## config.mk

```make
export PLATFORM = sky130hd
export DESIGN_NAME = sha256_byte_stream_hasher_unit
export DESIGN_NICKNAME = d
export VERILOG_FILES = /design/src/hdl/sbh_pkg.sv /design/src/hdl/sbh_msg_sched.sv /design/src/hdl/sbh_round_core.sv /design/src/hdl/sbh_ctrl.sv /design/src/hdl/sha256_byte_stream_hasher_unit.sv
export VERILOG_INCLUDE_DIRS = /design/src /design/src/hdl
export SDC_FILE = /design/constraint.sdc
export NUM_CORES = 2
export LEC_CHECK = 0
export ABC_AREA = 1
export BUFFER_PORTS_ARGS = -buffer_cell sky130_fd_sc_hd__buf_4
export CAP_MARGIN = 20
export CELL_PAD_IN_SITES_DETAIL_PLACEMENT = 0
export CELL_PAD_IN_SITES_GLOBAL_PLACEMENT = 1
export CORE_UTILIZATION = 53
export DETAILED_ROUTE_END_ITERATION = 8
export PLACE_DENSITY_LB_ADDON = 0.1
export SLEW_MARGIN = 20
export SYNTH_ARGS = -nofsm -noshare
export SYNTH_HDL_FRONTEND = slang
export SYNTH_HIERARCHICAL = 1
export SYNTH_SLANG_ARGS = --single-unit
```

## constraint.sdc

```tcl
create_clock -name clk -period 29 [get_ports clk]
set_input_delay 5.8 -clock clk [delete_from_list [all_inputs] [get_ports clk]]
set_output_delay 5.8 -clock clk [all_outputs]
set_load 0.03 [all_outputs]
```

## src/hdl/assert_macros.svh

```systemverilog
// ----------------------------------------------------------------------------
// Assertion macros
// Shared concurrent assertion forms, clocked on clk and disabled in reset.
// ----------------------------------------------------------------------------
`ifndef ASSERT_MACROS_SVH
`define ASSERT_MACROS_SVH

// same-cycle implication
`define SBH_ASSERT_IMP(name, ante, cons) \
  name: assert property (@(posedge clk) disable iff (rst) (ante) |-> (cons)) \
    else $error("assertion failed");

// next-cycle implication
`define SBH_ASSERT_NXT(name, ante, cons) \
  name: assert property (@(posedge clk) disable iff (rst) (ante) |=> (cons)) \
    else $error("assertion failed");

`endif

```

## src/hdl/sbh_pkg.sv

```systemverilog
// ----------------------------------------------------------------------------
// sbh_pkg
// Types, constants and round functions of the SHA-256 byte stream hasher.
// ----------------------------------------------------------------------------
`default_nettype none

package sbh_pkg;

  localparam logic OP_ABSORB = 1'b0;
  localparam logic OP_FINISH = 1'b1;

  localparam logic [7:0] PAD_BYTE  = 8'h80;
  localparam logic [5:0] LEN_START = 6'd56;
  localparam logic [5:0] FILL_LAST = 6'd63;
  localparam logic [5:0] RND_LAST  = 6'd63;
  localparam logic [2:0] WORD_LAST = 3'd7;

  typedef struct packed {
    logic       op;
    logic [7:0] data_byte;
  } sbh_in_t;

  typedef struct packed {
    logic [31:0] digest_word;
    logic [2:0]  word_index;
    logic        last;
    logic        too_long;
  } sbh_out_t;

  typedef enum logic [1:0] {
    ST_IDLE,
    ST_PAD,
    ST_COMP,
    ST_OUT
  } sbh_state_t;

  // control from the sequencer to the datapath
  typedef struct packed {
    logic       push;       // shift one byte into the block window
    logic [7:0] push_byte;
    logic       load;       // working vars <= chain
    logic       step;       // one compression round
    logic [5:0] rnd;
    logic       fold;       // chain += working vars (last round)
    logic       reinit;     // chain <= initial value
  } sbh_ctl_t;

  localparam logic [31:0] K_TAB [64] = '{
    32'h428a2f98, 32'h71374491, 32'hb5c0fbcf, 32'he9b5dba5,
    32'h3956c25b, 32'h59f111f1, 32'h923f82a4, 32'hab1c5ed5,
    32'hd807aa98, 32'h12835b01, 32'h243185be, 32'h550c7dc3,
    32'h72be5d74, 32'h80deb1fe, 32'h9bdc06a7, 32'hc19bf174,
    32'he49b69c1, 32'hefbe4786, 32'h0fc19dc6, 32'h240ca1cc,
    32'h2de92c6f, 32'h4a7484aa, 32'h5cb0a9dc, 32'h76f988da,
    32'h983e5152, 32'ha831c66d, 32'hb00327c8, 32'hbf597fc7,
    32'hc6e00bf3, 32'hd5a79147, 32'h06ca6351, 32'h14292967,
    32'h27b70a85, 32'h2e1b2138, 32'h4d2c6dfc, 32'h53380d13,
    32'h650a7354, 32'h766a0abb, 32'h81c2c92e, 32'h92722c85,
    32'ha2bfe8a1, 32'ha81a664b, 32'hc24b8b70, 32'hc76c51a3,
    32'hd192e819, 32'hd6990624, 32'hf40e3585, 32'h106aa070,
    32'h19a4c116, 32'h1e376c08, 32'h2748774c, 32'h34b0bcb5,
    32'h391c0cb3, 32'h4ed8aa4a, 32'h5b9cca4f, 32'h682e6ff3,
    32'h748f82ee, 32'h78a5636f, 32'h84c87814, 32'h8cc70208,
    32'h90befffa, 32'ha4506ceb, 32'hbef9a3f7, 32'hc67178f2
  };

  localparam logic [31:0] IV_TAB [8] = '{
    32'h6a09e667, 32'hbb67ae85, 32'h3c6ef372, 32'ha54ff53a,
    32'h510e527f, 32'h9b05688c, 32'h1f83d9ab, 32'h5be0cd19
  };

  function automatic logic [31:0] rotr(input logic [31:0] x, input int unsigned n);
    rotr = (x >> n) | (x << (32 - n));
  endfunction

  function automatic logic [31:0] bsig0(input logic [31:0] x);
    bsig0 = rotr(x, 2) ^ rotr(x, 13) ^ rotr(x, 22);
  endfunction

  function automatic logic [31:0] bsig1(input logic [31:0] x);
    bsig1 = rotr(x, 6) ^ rotr(x, 11) ^ rotr(x, 25);
  endfunction

  function automatic logic [31:0] ssig0(input logic [31:0] x);
    ssig0 = rotr(x, 7) ^ rotr(x, 18) ^ (x >> 3);
  endfunction

  function automatic logic [31:0] ssig1(input logic [31:0] x);
    ssig1 = rotr(x, 17) ^ rotr(x, 19) ^ (x >> 10);
  endfunction

endpackage

`default_nettype wire

```

## src/hdl/sbh_msg_sched.sv

```systemverilog
// ----------------------------------------------------------------------------
// sbh_msg_sched
// 16-word block window: collects bytes, then expands the message schedule.
// ----------------------------------------------------------------------------
`default_nettype none

module sbh_msg_sched (
  input  wire logic             clk,
  input  wire sbh_pkg::sbh_ctl_t ctl,
  output logic [31:0]           wt
);
  import sbh_pkg::*;

  logic [31:0] win [16];
  logic [31:0] w_new;

  // W[t] = W[t-16] + s0(W[t-15]) + W[t-7] + s1(W[t-2])
  assign w_new = win[0] + ssig0(win[1]) + win[9] + ssig1(win[14]);
  assign wt    = win[0];

  always_ff @(posedge clk) begin
    if (ctl.push) begin
      for (int i = 0; i < 15; i++) begin
        win[i] <= {win[i][23:0], win[i+1][31:24]};
      end
      win[15] <= {win[15][23:0], ctl.push_byte};
    end else if (ctl.step) begin
      for (int i = 0; i < 15; i++) begin
        win[i] <= win[i+1];
      end
      win[15] <= w_new;
    end
  end

endmodule

`default_nettype wire

```

## src/hdl/sbh_round_core.sv

```systemverilog
// ----------------------------------------------------------------------------
// sbh_round_core
// Shared compression round unit with working variables and chaining words.
// ----------------------------------------------------------------------------
`default_nettype none

module sbh_round_core (
  input  wire logic              clk,
  input  wire logic              rst,
  input  wire sbh_pkg::sbh_ctl_t ctl,
  input  wire logic [31:0]       wt,
  output logic [31:0]            chain [8]
);
  import sbh_pkg::*;

  logic [31:0] v      [8];
  logic [31:0] v_next [8];
  logic [31:0] t1;
  logic [31:0] t2;

  always_comb begin
    t1 = v[7] + bsig1(v[4]) + ((v[4] & v[5]) ^ (~v[4] & v[6])) + K_TAB[ctl.rnd] + wt;
    t2 = bsig0(v[0]) + ((v[0] & v[1]) ^ (v[0] & v[2]) ^ (v[1] & v[2]));
    v_next[0] = t1 + t2;
    v_next[1] = v[0];
    v_next[2] = v[1];
    v_next[3] = v[2];
    v_next[4] = v[3] + t1;
    v_next[5] = v[4];
    v_next[6] = v[5];
    v_next[7] = v[6];
  end

  always_ff @(posedge clk) begin
    if (ctl.load) begin
      v <= chain;
    end else if (ctl.step) begin
      v <= v_next;
    end
  end

  always_ff @(posedge clk) begin
    if (rst || ctl.reinit) begin
      chain <= IV_TAB;
    end else if (ctl.fold) begin
      for (int i = 0; i < 8; i++) begin
        chain[i] <= chain[i] + v_next[i];
      end
    end
  end

endmodule

`default_nettype wire

```

## src/hdl/sbh_ctrl.sv

```systemverilog
// ----------------------------------------------------------------------------
// sbh_ctrl
// Sequencer: byte intake, padding, round count, length count, digest output.
// ----------------------------------------------------------------------------
`default_nettype none

module sbh_ctrl (
  input  wire logic             clk,
  input  wire logic             rst,
  input  wire logic             req_valid,
  output logic                  req_ready,
  input  wire sbh_pkg::sbh_in_t req,
  output logic                  rsp_valid,
  input  wire logic             rsp_ready,
  output logic [2:0]            word_index,
  output logic                  too_long,
  output sbh_pkg::sbh_ctl_t     ctl
);
  import sbh_pkg::*;

  sbh_state_t  state, state_next;
  sbh_state_t  ret_state;
  logic [5:0]  fill;
  logic [60:0] count;
  logic        overflow;
  logic        pad_first;
  logic        len_phase;
  logic [5:0]  rnd;
  logic [2:0]  widx;

  logic        is_len;
  logic        absorb_acc;
  logic        finish_acc;
  logic        wrap;
  logic [63:0] len_bits;
  logic [2:0]  len_sel;

  assign len_bits   = {count, 3'b000};
  assign len_sel    = 3'd7 - fill[2:0];
  assign is_len     = !pad_first && (len_phase || fill == LEN_START);
  assign absorb_acc = (state == ST_IDLE) && req_valid && (req.op == OP_ABSORB);
  assign finish_acc = (state == ST_IDLE) && req_valid && (req.op == OP_FINISH);
  assign wrap       = ctl.push && (fill == FILL_LAST);

  // outputs
  always_comb begin
    req_ready     = 1'b0;
    rsp_valid     = 1'b0;
    ctl.push      = 1'b0;
    ctl.push_byte = req.data_byte;
    ctl.step      = 1'b0;
    ctl.rnd       = rnd;
    ctl.fold      = 1'b0;
    ctl.reinit    = 1'b0;
    case (state)
      ST_IDLE: begin
        req_ready = 1'b1;
        ctl.push  = absorb_acc;
      end
      ST_PAD: begin
        ctl.push = 1'b1;
        if (pad_first) begin
          ctl.push_byte = PAD_BYTE;
        end else if (is_len) begin
          ctl.push_byte = len_bits[{len_sel, 3'b000} +: 8];
        end else begin
          ctl.push_byte = 8'h00;
        end
      end
      ST_COMP: begin
        ctl.step = 1'b1;
        ctl.fold = (rnd == RND_LAST);
      end
      ST_OUT: begin
        rsp_valid  = 1'b1;
        ctl.reinit = rsp_ready && (widx == WORD_LAST);
      end
      default: begin
      end
    endcase
    ctl.load = ctl.push && (fill == FILL_LAST);
  end

  // next state
  always_comb begin
    state_next = state;
    case (state)
      ST_IDLE: begin
        if (finish_acc) begin
          state_next = ST_PAD;
        end else if (wrap) begin
          state_next = ST_COMP;
        end
      end
      ST_PAD: begin
        if (wrap) begin
          state_next = ST_COMP;
        end
      end
      ST_COMP: begin
        if (rnd == RND_LAST) begin
          state_next = ret_state;
        end
      end
      ST_OUT: begin
        if (rsp_ready && (widx == WORD_LAST)) begin
          state_next = ST_IDLE;
        end
      end
      default: begin
        state_next = ST_IDLE;
      end
    endcase
  end

  always_ff @(posedge clk) begin
    if (rst) begin
      state     <= ST_IDLE;
      ret_state <= ST_IDLE;
      fill      <= '0;
      count     <= '0;
      overflow  <= 1'b0;
      pad_first <= 1'b0;
      len_phase <= 1'b0;
      rnd       <= '0;
      widx      <= '0;
    end else begin
      state <= state_next;
      if (ctl.push) begin
        fill <= fill + 6'd1;
      end
      if (wrap) begin
        if (state == ST_PAD && is_len) begin
          ret_state <= ST_OUT;
        end else begin
          ret_state <= state;
        end
      end
      // length saturates at its all-ones value
      if (absorb_acc) begin
        if (&count) begin
          overflow <= 1'b1;
        end else begin
          count <= count + 61'd1;
        end
      end
      if (finish_acc) begin
        pad_first <= 1'b1;
      end else if (state == ST_PAD) begin
        pad_first <= 1'b0;
      end
      if (state == ST_PAD && is_len) begin
        len_phase <= 1'b1;
      end
      if (ctl.step) begin
        rnd <= rnd + 6'd1;
      end
      if (rsp_valid && rsp_ready) begin
        widx <= widx + 3'd1;
      end
      if (ctl.reinit) begin
        count     <= '0;
        overflow  <= 1'b0;
        len_phase <= 1'b0;
      end
    end
  end

  assign word_index = widx;
  assign too_long   = overflow;

endmodule

`default_nettype wire

```

## src/hdl/sha256_byte_stream_hasher_unit.sv

```systemverilog
// ----------------------------------------------------------------------------
// sha256_byte_stream_hasher_unit
// SHA-256 over a byte stream: absorb bytes, finish to pad and emit the digest.
// ----------------------------------------------------------------------------
//
//  channel | dir | handshake              | payload
//  --------+-----+------------------------+------------------------------------
//  req     | in  | req_valid / req_ready  | op, data_byte
//  rsp     | out | rsp_valid / rsp_ready  | digest_word, word_index, last, too_long
//
//  An absorb item that fills the 64-byte block starts its compression: one round
//  per cycle on the shared round unit, with no new item taken until it is done.
//  A finish item pushes 9 to 72 pad bytes at one a cycle, pausing to compress
//  each block it fills, then offers eight digest items, one per cycle when taken.
//  Reset (rst, synchronous) loads the initial hash and clears all counters.
//  req_ready is high only while idle; rsp stalls hold the chaining words.
//
`default_nettype none
`include "assert_macros.svh"

module sha256_byte_stream_hasher_unit (
  input  wire logic              clk,
  input  wire logic              rst,
  input  wire logic              req_valid,
  output logic                   req_ready,
  input  wire sbh_pkg::sbh_in_t  req,
  output logic                   rsp_valid,
  input  wire logic              rsp_ready,
  output sbh_pkg::sbh_out_t      rsp
);
  import sbh_pkg::*;

  sbh_ctl_t    ctl;
  logic [31:0] wt;
  logic [31:0] chain [8];
  logic [2:0]  word_index;
  logic        too_long;

  // sequencer
  sbh_ctrl u_ctrl (
    .clk        (clk),
    .rst        (rst),
    .req_valid  (req_valid),
    .req_ready  (req_ready),
    .req        (req),
    .rsp_valid  (rsp_valid),
    .rsp_ready  (rsp_ready),
    .word_index (word_index),
    .too_long   (too_long),
    .ctl        (ctl)
  );

  // block window doubles as the schedule shift line
  sbh_msg_sched u_sched (
    .clk (clk),
    .ctl (ctl),
    .wt  (wt)
  );

  // one round per cycle, fold into chain on the last round
  sbh_round_core u_round (
    .clk   (clk),
    .rst   (rst),
    .ctl   (ctl),
    .wt    (wt),
    .chain (chain)
  );

  // digest words come straight from the chaining registers
  always_comb begin
    rsp.digest_word = chain[word_index];
    rsp.word_index  = word_index;
    rsp.last        = (word_index == WORD_LAST);
    rsp.too_long    = too_long;
  end

  `SBH_ASSERT_IMP(a_out_excl_in, rsp_valid, !req_ready)
  `SBH_ASSERT_NXT(a_last_to_idle, rsp_valid && rsp_ready && rsp.last, req_ready)
  `SBH_ASSERT_NXT(a_load_then_round, ctl.load, ctl.step && !req_ready)
  `SBH_ASSERT_NXT(a_words_continue, rsp_valid && rsp_ready && !rsp.last, rsp_valid)

endmodule

`default_nettype wire

```

== Word level (Yosys, flattened, before mapping) ==
Memory sizes are Yosys's and may differ from the RTL's.
Index checks and enable logic that the tools add are counted.
Word-level totals
  register bits after elaboration: 595
  bits in latches: 0
  bits in writable memories: 512
  ROM bits: 2048
  input bits: 13
  output and inout port bits: 39
  logic and storage cells: 173
  memories kept: 2
Memories
  (name not given): words 64, width 32, rd ports 1, clocked after Yosys merged registers in 0, wr ports 0, RTL line sbh_round_core.sv:22  | t1 = v[7] + bsig1(v[4]) + ((v[4] & v[5]) ^ (~v[4] & v[6])) + K_TAB[ctl.rnd] + wt;
  u_sched.win: words 16, width 32, rd ports 16, clocked after Yosys merged registers in 0, wr ports 16, RTL line sbh_msg_sched.sv:14  | logic [31:0] win [16];
Operators by class
  add/subtract/negate cells: 23
  multipliers: 0
  divide/modulo/power cells: 0
  $lt $le $gt $ge: 2
  eq/ne operators: 9
  shift operators: 1
  mux-type cells: 45
  bitwise logic cells: 47
  reduce and logical (&&, ||, !) cells: 19
Operators with widths (number)
  32-bit two-way mux: 20
  32-bit adder: 18
  256-bit two-way mux: 2
  32-bit XOR: 9
  32-bit AND: 5
  32-bit binary-select mux with 3-bit select: 1
  64-bit by 7-bit variable part select with 8-bit output: 1
  62-bit AND reduction: 1
  61-bit by 1-bit adder with 61-bit output, second input constant: 1
  61-bit AND reduction: 1
  32-bit NOT: 1
  10-bit by 32-bit bitwise OR with 32-bit output: 1
  13-bit by 32-bit bitwise OR with 32-bit output: 1
  14-bit by 32-bit bitwise OR with 32-bit output: 1
  15-bit by 32-bit bitwise OR with 32-bit output: 1
  19-bit by 32-bit bitwise OR with 32-bit output: 1
  21-bit by 32-bit bitwise OR with 32-bit output: 1
  25-bit by 32-bit bitwise OR with 32-bit output: 1
  26-bit by 32-bit bitwise OR with 32-bit output: 1
  30-bit by 32-bit bitwise OR with 32-bit output: 1
  7-bit by 32-bit bitwise OR with 32-bit output: 1
  32-bit by 22-bit XOR with 32-bit output: 1
  32-bit by 29-bit XOR with 32-bit output: 1
  8-bit two-way mux: 3
  25 further kinds: 71

== Depth between registers and ports, before layout ==
  depth after elaboration: 10
  gate-level depth with buffers: 50

== Modules after synthesis ==
The synthesis kept the hierarchy.
By module, submodules not included
  sbh_round_core: times used 1, cells each 6210, area each 44833.0 sq um
  sbh_msg_sched: times used 1, cells each 2671, area each 27172.3 sq um
  sbh_ctrl: times used 1, cells each 964, area each 5681.7 sq um
  sha256_byte_stream_hasher_unit: times used 1, cells each 854, area each 3427.0 sq um

== Least setup slack after synthesis ==
Ideal clock, no wire load.
  path type: input port to flip-flop
  start: input req[8] (netlist bit)
  end: memory u_sched.win[0][0], enable pin
  library setup time: 667 ps
  arrival: 12726 ps
  data required time: 28333 ps
  slack: 15607 ps
  cell stages on the path: 5
  buffers on the path: 2
  cells stage by stage: nand3b_1 nand2_1 buf_4 buf_2 or2_2
RTL lines
  start: declaration: RTL line sha256_byte_stream_hasher_unit.sv:26  | input wire sbh_pkg::sbh_in_t req,
  end: declaration: RTL line sbh_msg_sched.sv:14

== Worst setup path after layout ==
  start: register u_ctrl.rnd[1]
  end: register u_round/chain[252] (netlist bit)
Between the ends
  longest elaborated chain between the ends: 8
  elaborated cells between the ends (all ways): 10
Ends and longest elaborated chain
  start: declaration: RTL line sbh_ctrl.sv:28  | logic [5:0] rnd;
  start signal: assignment: RTL line sbh_ctrl.sv:156  | rnd <= rnd + 6'd1;
  6-bit NOT with 7-bit output (implied by the code): RTL line sbh_round_core.sv:22
  memory 64 x 32 bit
  32-bit two-way mux (implied by the code) (2 in series): RTL line sbh_round_core.sv:22
  32-bit adder (2 in series): RTL line sbh_round_core.sv:22
  32-bit adder: RTL line sbh_round_core.sv:24  | v_next[0] = t1 + t2;
  32-bit adder: RTL line sbh_round_core.sv:47  | chain[i] <= chain[i] + v_next[i];
  end signal: indexed assignment: RTL line sbh_round_core.sv:47
  end: declaration: RTL line sbh_round_core.sv:12  | output logic [31:0] chain [8]
Parallel ways exist; a longest one is shown, timed or not. The select of a mux whose other input is x is not followed.
A chain may end at the register's enable or synchronous reset.

==> flow_summary.toml <==
[floorplanning]
start_util_pct = 53.4
io_pins = 52
die_y_microns = 393
die_area_sq_um = 155000
fp.coreArea_sq_um = 152000
row_count = 143
die_w_microns = 393

[synthesis]
yosys.cell_count.top_type = "nand2_1"
yosysTopAreaCell = "edfxtp_1"
synth.distinct_cells = 75
synth_top_area_share_pct = 28.4
synth_fp_nets = 11309
ys_warn_count = 6
ys_seq_elements = 1107
ys_async_sr_fraction_pct = 0
synth_ff_type = "edfxtp_1"
synth_top_cells_by_count = "nand2_1 (2,673), inv_1 (1,613), a21oi_1 (952)"
netlist_area_sq_um = 81100
synth.top_cells.by_area = "edfxtp_1 (28%), nand2_1 (12%), dfxtp_1 (8.4%), inv_1 (7.5%), ha_1 (6.2%)"
synth_enable_flop_cells = 768
syn_area_per_cell_sq_um = 7.58
seq_area_frac_synth_pct = 36.8
synthCells = 10699

[worst_setup_path]
start_kind = "flop"
crit_top_cell = "a21oi_1"
rrSetupSlack_ns = 18.32
crit_path_end_kind = "flop"
crit_required_ns = 29.71
slowest_stage = "o21ai_0"
worstSetupPathType = "reg -> reg"
arrival_ns = 11.39
worst_r2r_startpoint = "u_ctrl/rnd[1]"
rr_worst_depth = 39
worstReg2RegEnd = "u_round/chain[252]"
cp_max_fo = 16
cp.buffers_inverters = 3
slowest_delay_ns = 0.77
cp_top_family = "compound AO/OA/AOI/OAI gates"

[timing]
fin_setup_tns_ns = 0
grt_setup_unrepaired = "false"
hold_viol_final = 0
holdWs_ns = 0.463
finClkSkew_ns = 0.0647
worstMarginPinSlew_ns = 1.20
min_period_ns = 10.68
fin_crit_sh_pct = 36.8
slew_headroom_pct = 19.2
drv_slew = 0
setup_viol = 0
max_freq_ghz = 0.0936

[routing]
routedWlPerCell_microns = 23.4
ant_nets = 0
drt_wl_total_mm = 295
vias = 73102
drtIter0Drc = 8303
drc_errors = 0
dr.pass1.iters = 9
via_per_inst = 5.79

[hold_path]
hold_depth = 2
hp-start = "u_ctrl/too_long"
whs_endpoint = "u_ctrl/too_long"
hold_class = "reg -> reg"

[grt]
antenna_found_initial = 3
grtUsageTotal_pct = 37.6
overflow = 0
grt_max_degree = 241
grt_pass1_wl_mm = 431
grt_pass1_vias = 67781

[power]
power_per_cell_area_nw_per_um2 = 86.8
ir_drop_v = 0.0000768
leakage_nw = 39.5

[layout]
layout.area.seq_sq_um = 29900
multi_input_area_sq_um = 42900
syn_to_final_growth_pct = 7.15
nFillCells = 14354
nNetsFinal = 11095
antenna_cells = 0
drive_above_1_share_pct = 5.25

[cts]
clock_latency_ns = 0.83
htree_num_levels = 4
ctsResizeCount = 0
clk_pin_slew_ns = 0.06
numCtsBuffers = 130
cts_tree = "yes"
cts_hold_buf = 0
cts_setup_buffers = 0
clock-sinks = 1107
cts_max_path_buffers = 3
root_buffer = "clkbuf_16"

[run]
drv_cap = 0

[outcome]
outcome = "completed"

[placement]
gp_routability_congestion = 1.03
numPortBuffers = 51
dp_hpwl_mm = 223
[kinds of logic (layout without fill, tap and decap cells)]
logic type | Yosys count | count (layout) | share of synthesized area, %
buffers and inverters | 2093 | 1989 | 10.3
DFF | 1107 | 1107 | 36.8
xor gates and xnor gates | 479 | 479 | 5.17
AOI/OAI and AO/OA | 2244 | 2244 | 15.1
muxes | 81 | 81 | 1.22
adders and majority gates | 602 | 602 | 11.1
and+or+nand+nor | 4093 | 4093 | 20.4
[area by class of cell]
cell class              instances  area share, %
clock buffers                 163           3.97
clock inverters                79           1.18
inverters                    1633           7.09
multi-input cells            7499           49.4
flip-flops and latches       1107           34.4
well taps                    2030           2.92
repair buffers                114           1.07
[worst max-delay path by stage]
| stage | to | slack, ns | startpoint | cells past startpoint |
|---|---|---|---|---|
| finish | u_round/chain[252] | 18.32 | u_ctrl/rnd[1] | 39 |
| global route | u_round/chain[252] | 17.67 | u_ctrl/rnd[0] | 43 |
| CTS | u_round/chain[252] | 18.60 | u_ctrl/rnd[0] | 39 |
| detailed placement | u_round/chain[252] | 18.61 | u_ctrl/rnd[0] | 39 |
| global placement | u_round/chain[255] | 18.80 | u_ctrl/rnd[1] | 45 |
| floorplan | u_sched/win[0][0] | 15.61 | req[8] | 5 |
[registers in the layout, summed over array words and instances, names as in the netlist]
name	flops
u_sched/win	512
u_round/chain	256
u_round/v	256
u_ctrl/count	61
u_ctrl/fill	6
u_ctrl/rnd	6
u_ctrl/word_index	3
u_ctrl/ret_state	2
u_ctrl/state	2
u_ctrl/len_phase	1
u_ctrl/pad_first	1
u_ctrl/too_long	1
[through the flow]
stage                     cells  instance area (sq um)  power, mW  setup slack, ns  util (%)
after global routing      12625                  86900       8.04            17.67      57.2
after global placement    12379                  82400       5.73            18.80      54.2
final                     12625                  86900       7.54            18.32      57.2
after floorplan           10699                  81100       4.69            15.61         -
after detailed placement  12380                  82400       5.75            18.61      54.2
after CTS                 12622                  86900       7.49            18.60      57.2
[layer usage]
layer / GRT usage [%] / vias up / part of all wire, %
met1: 49.5 / 34764 / 41
li1: - / 34371 / -
met3: 7.79 / 726 / 9.3
met4: 19.6 / 4 / 5.9
met2: 58.3 / 3237 / 44
met5: 0 / - / 0.0075
[tightest hold or removal path, cell delays in order, from the launching register on]
cell	delay [ns]
dfxtp_1	0.31
inv_1	0.05
a21oi_1	0.05
[power breakdown]
part           leakage [nW]  internal, mW  switching, mW
sequential             9.94          1.90         0.0800
clock                  2.14         0.972          0.749
combinational          27.4          1.27           2.57
total                  39.5          4.14           3.40
[cell usage in the layout, fill, tap and decap left out, types with 32 or more instances in the layout]
cell type and instances:
nand4_1 69, ha_1 402, nor2_1 746, buf_4 107, a21oi_1 952, o21ai_0 886, edfxtp_1 768, xor2_1 283
mux2_2 60, fa_1 195, xnor2_1 196, inv_1 1609, a21oi_2 32, a21o_1 44, nor3_1 80, clkbuf_16 130
o21ai_1 66, nand2_1 2672, a31oi_1 43, o211ai_1 51, nand3_1 404, dfxtp_1 335
(Power assumes the default switching activity.)
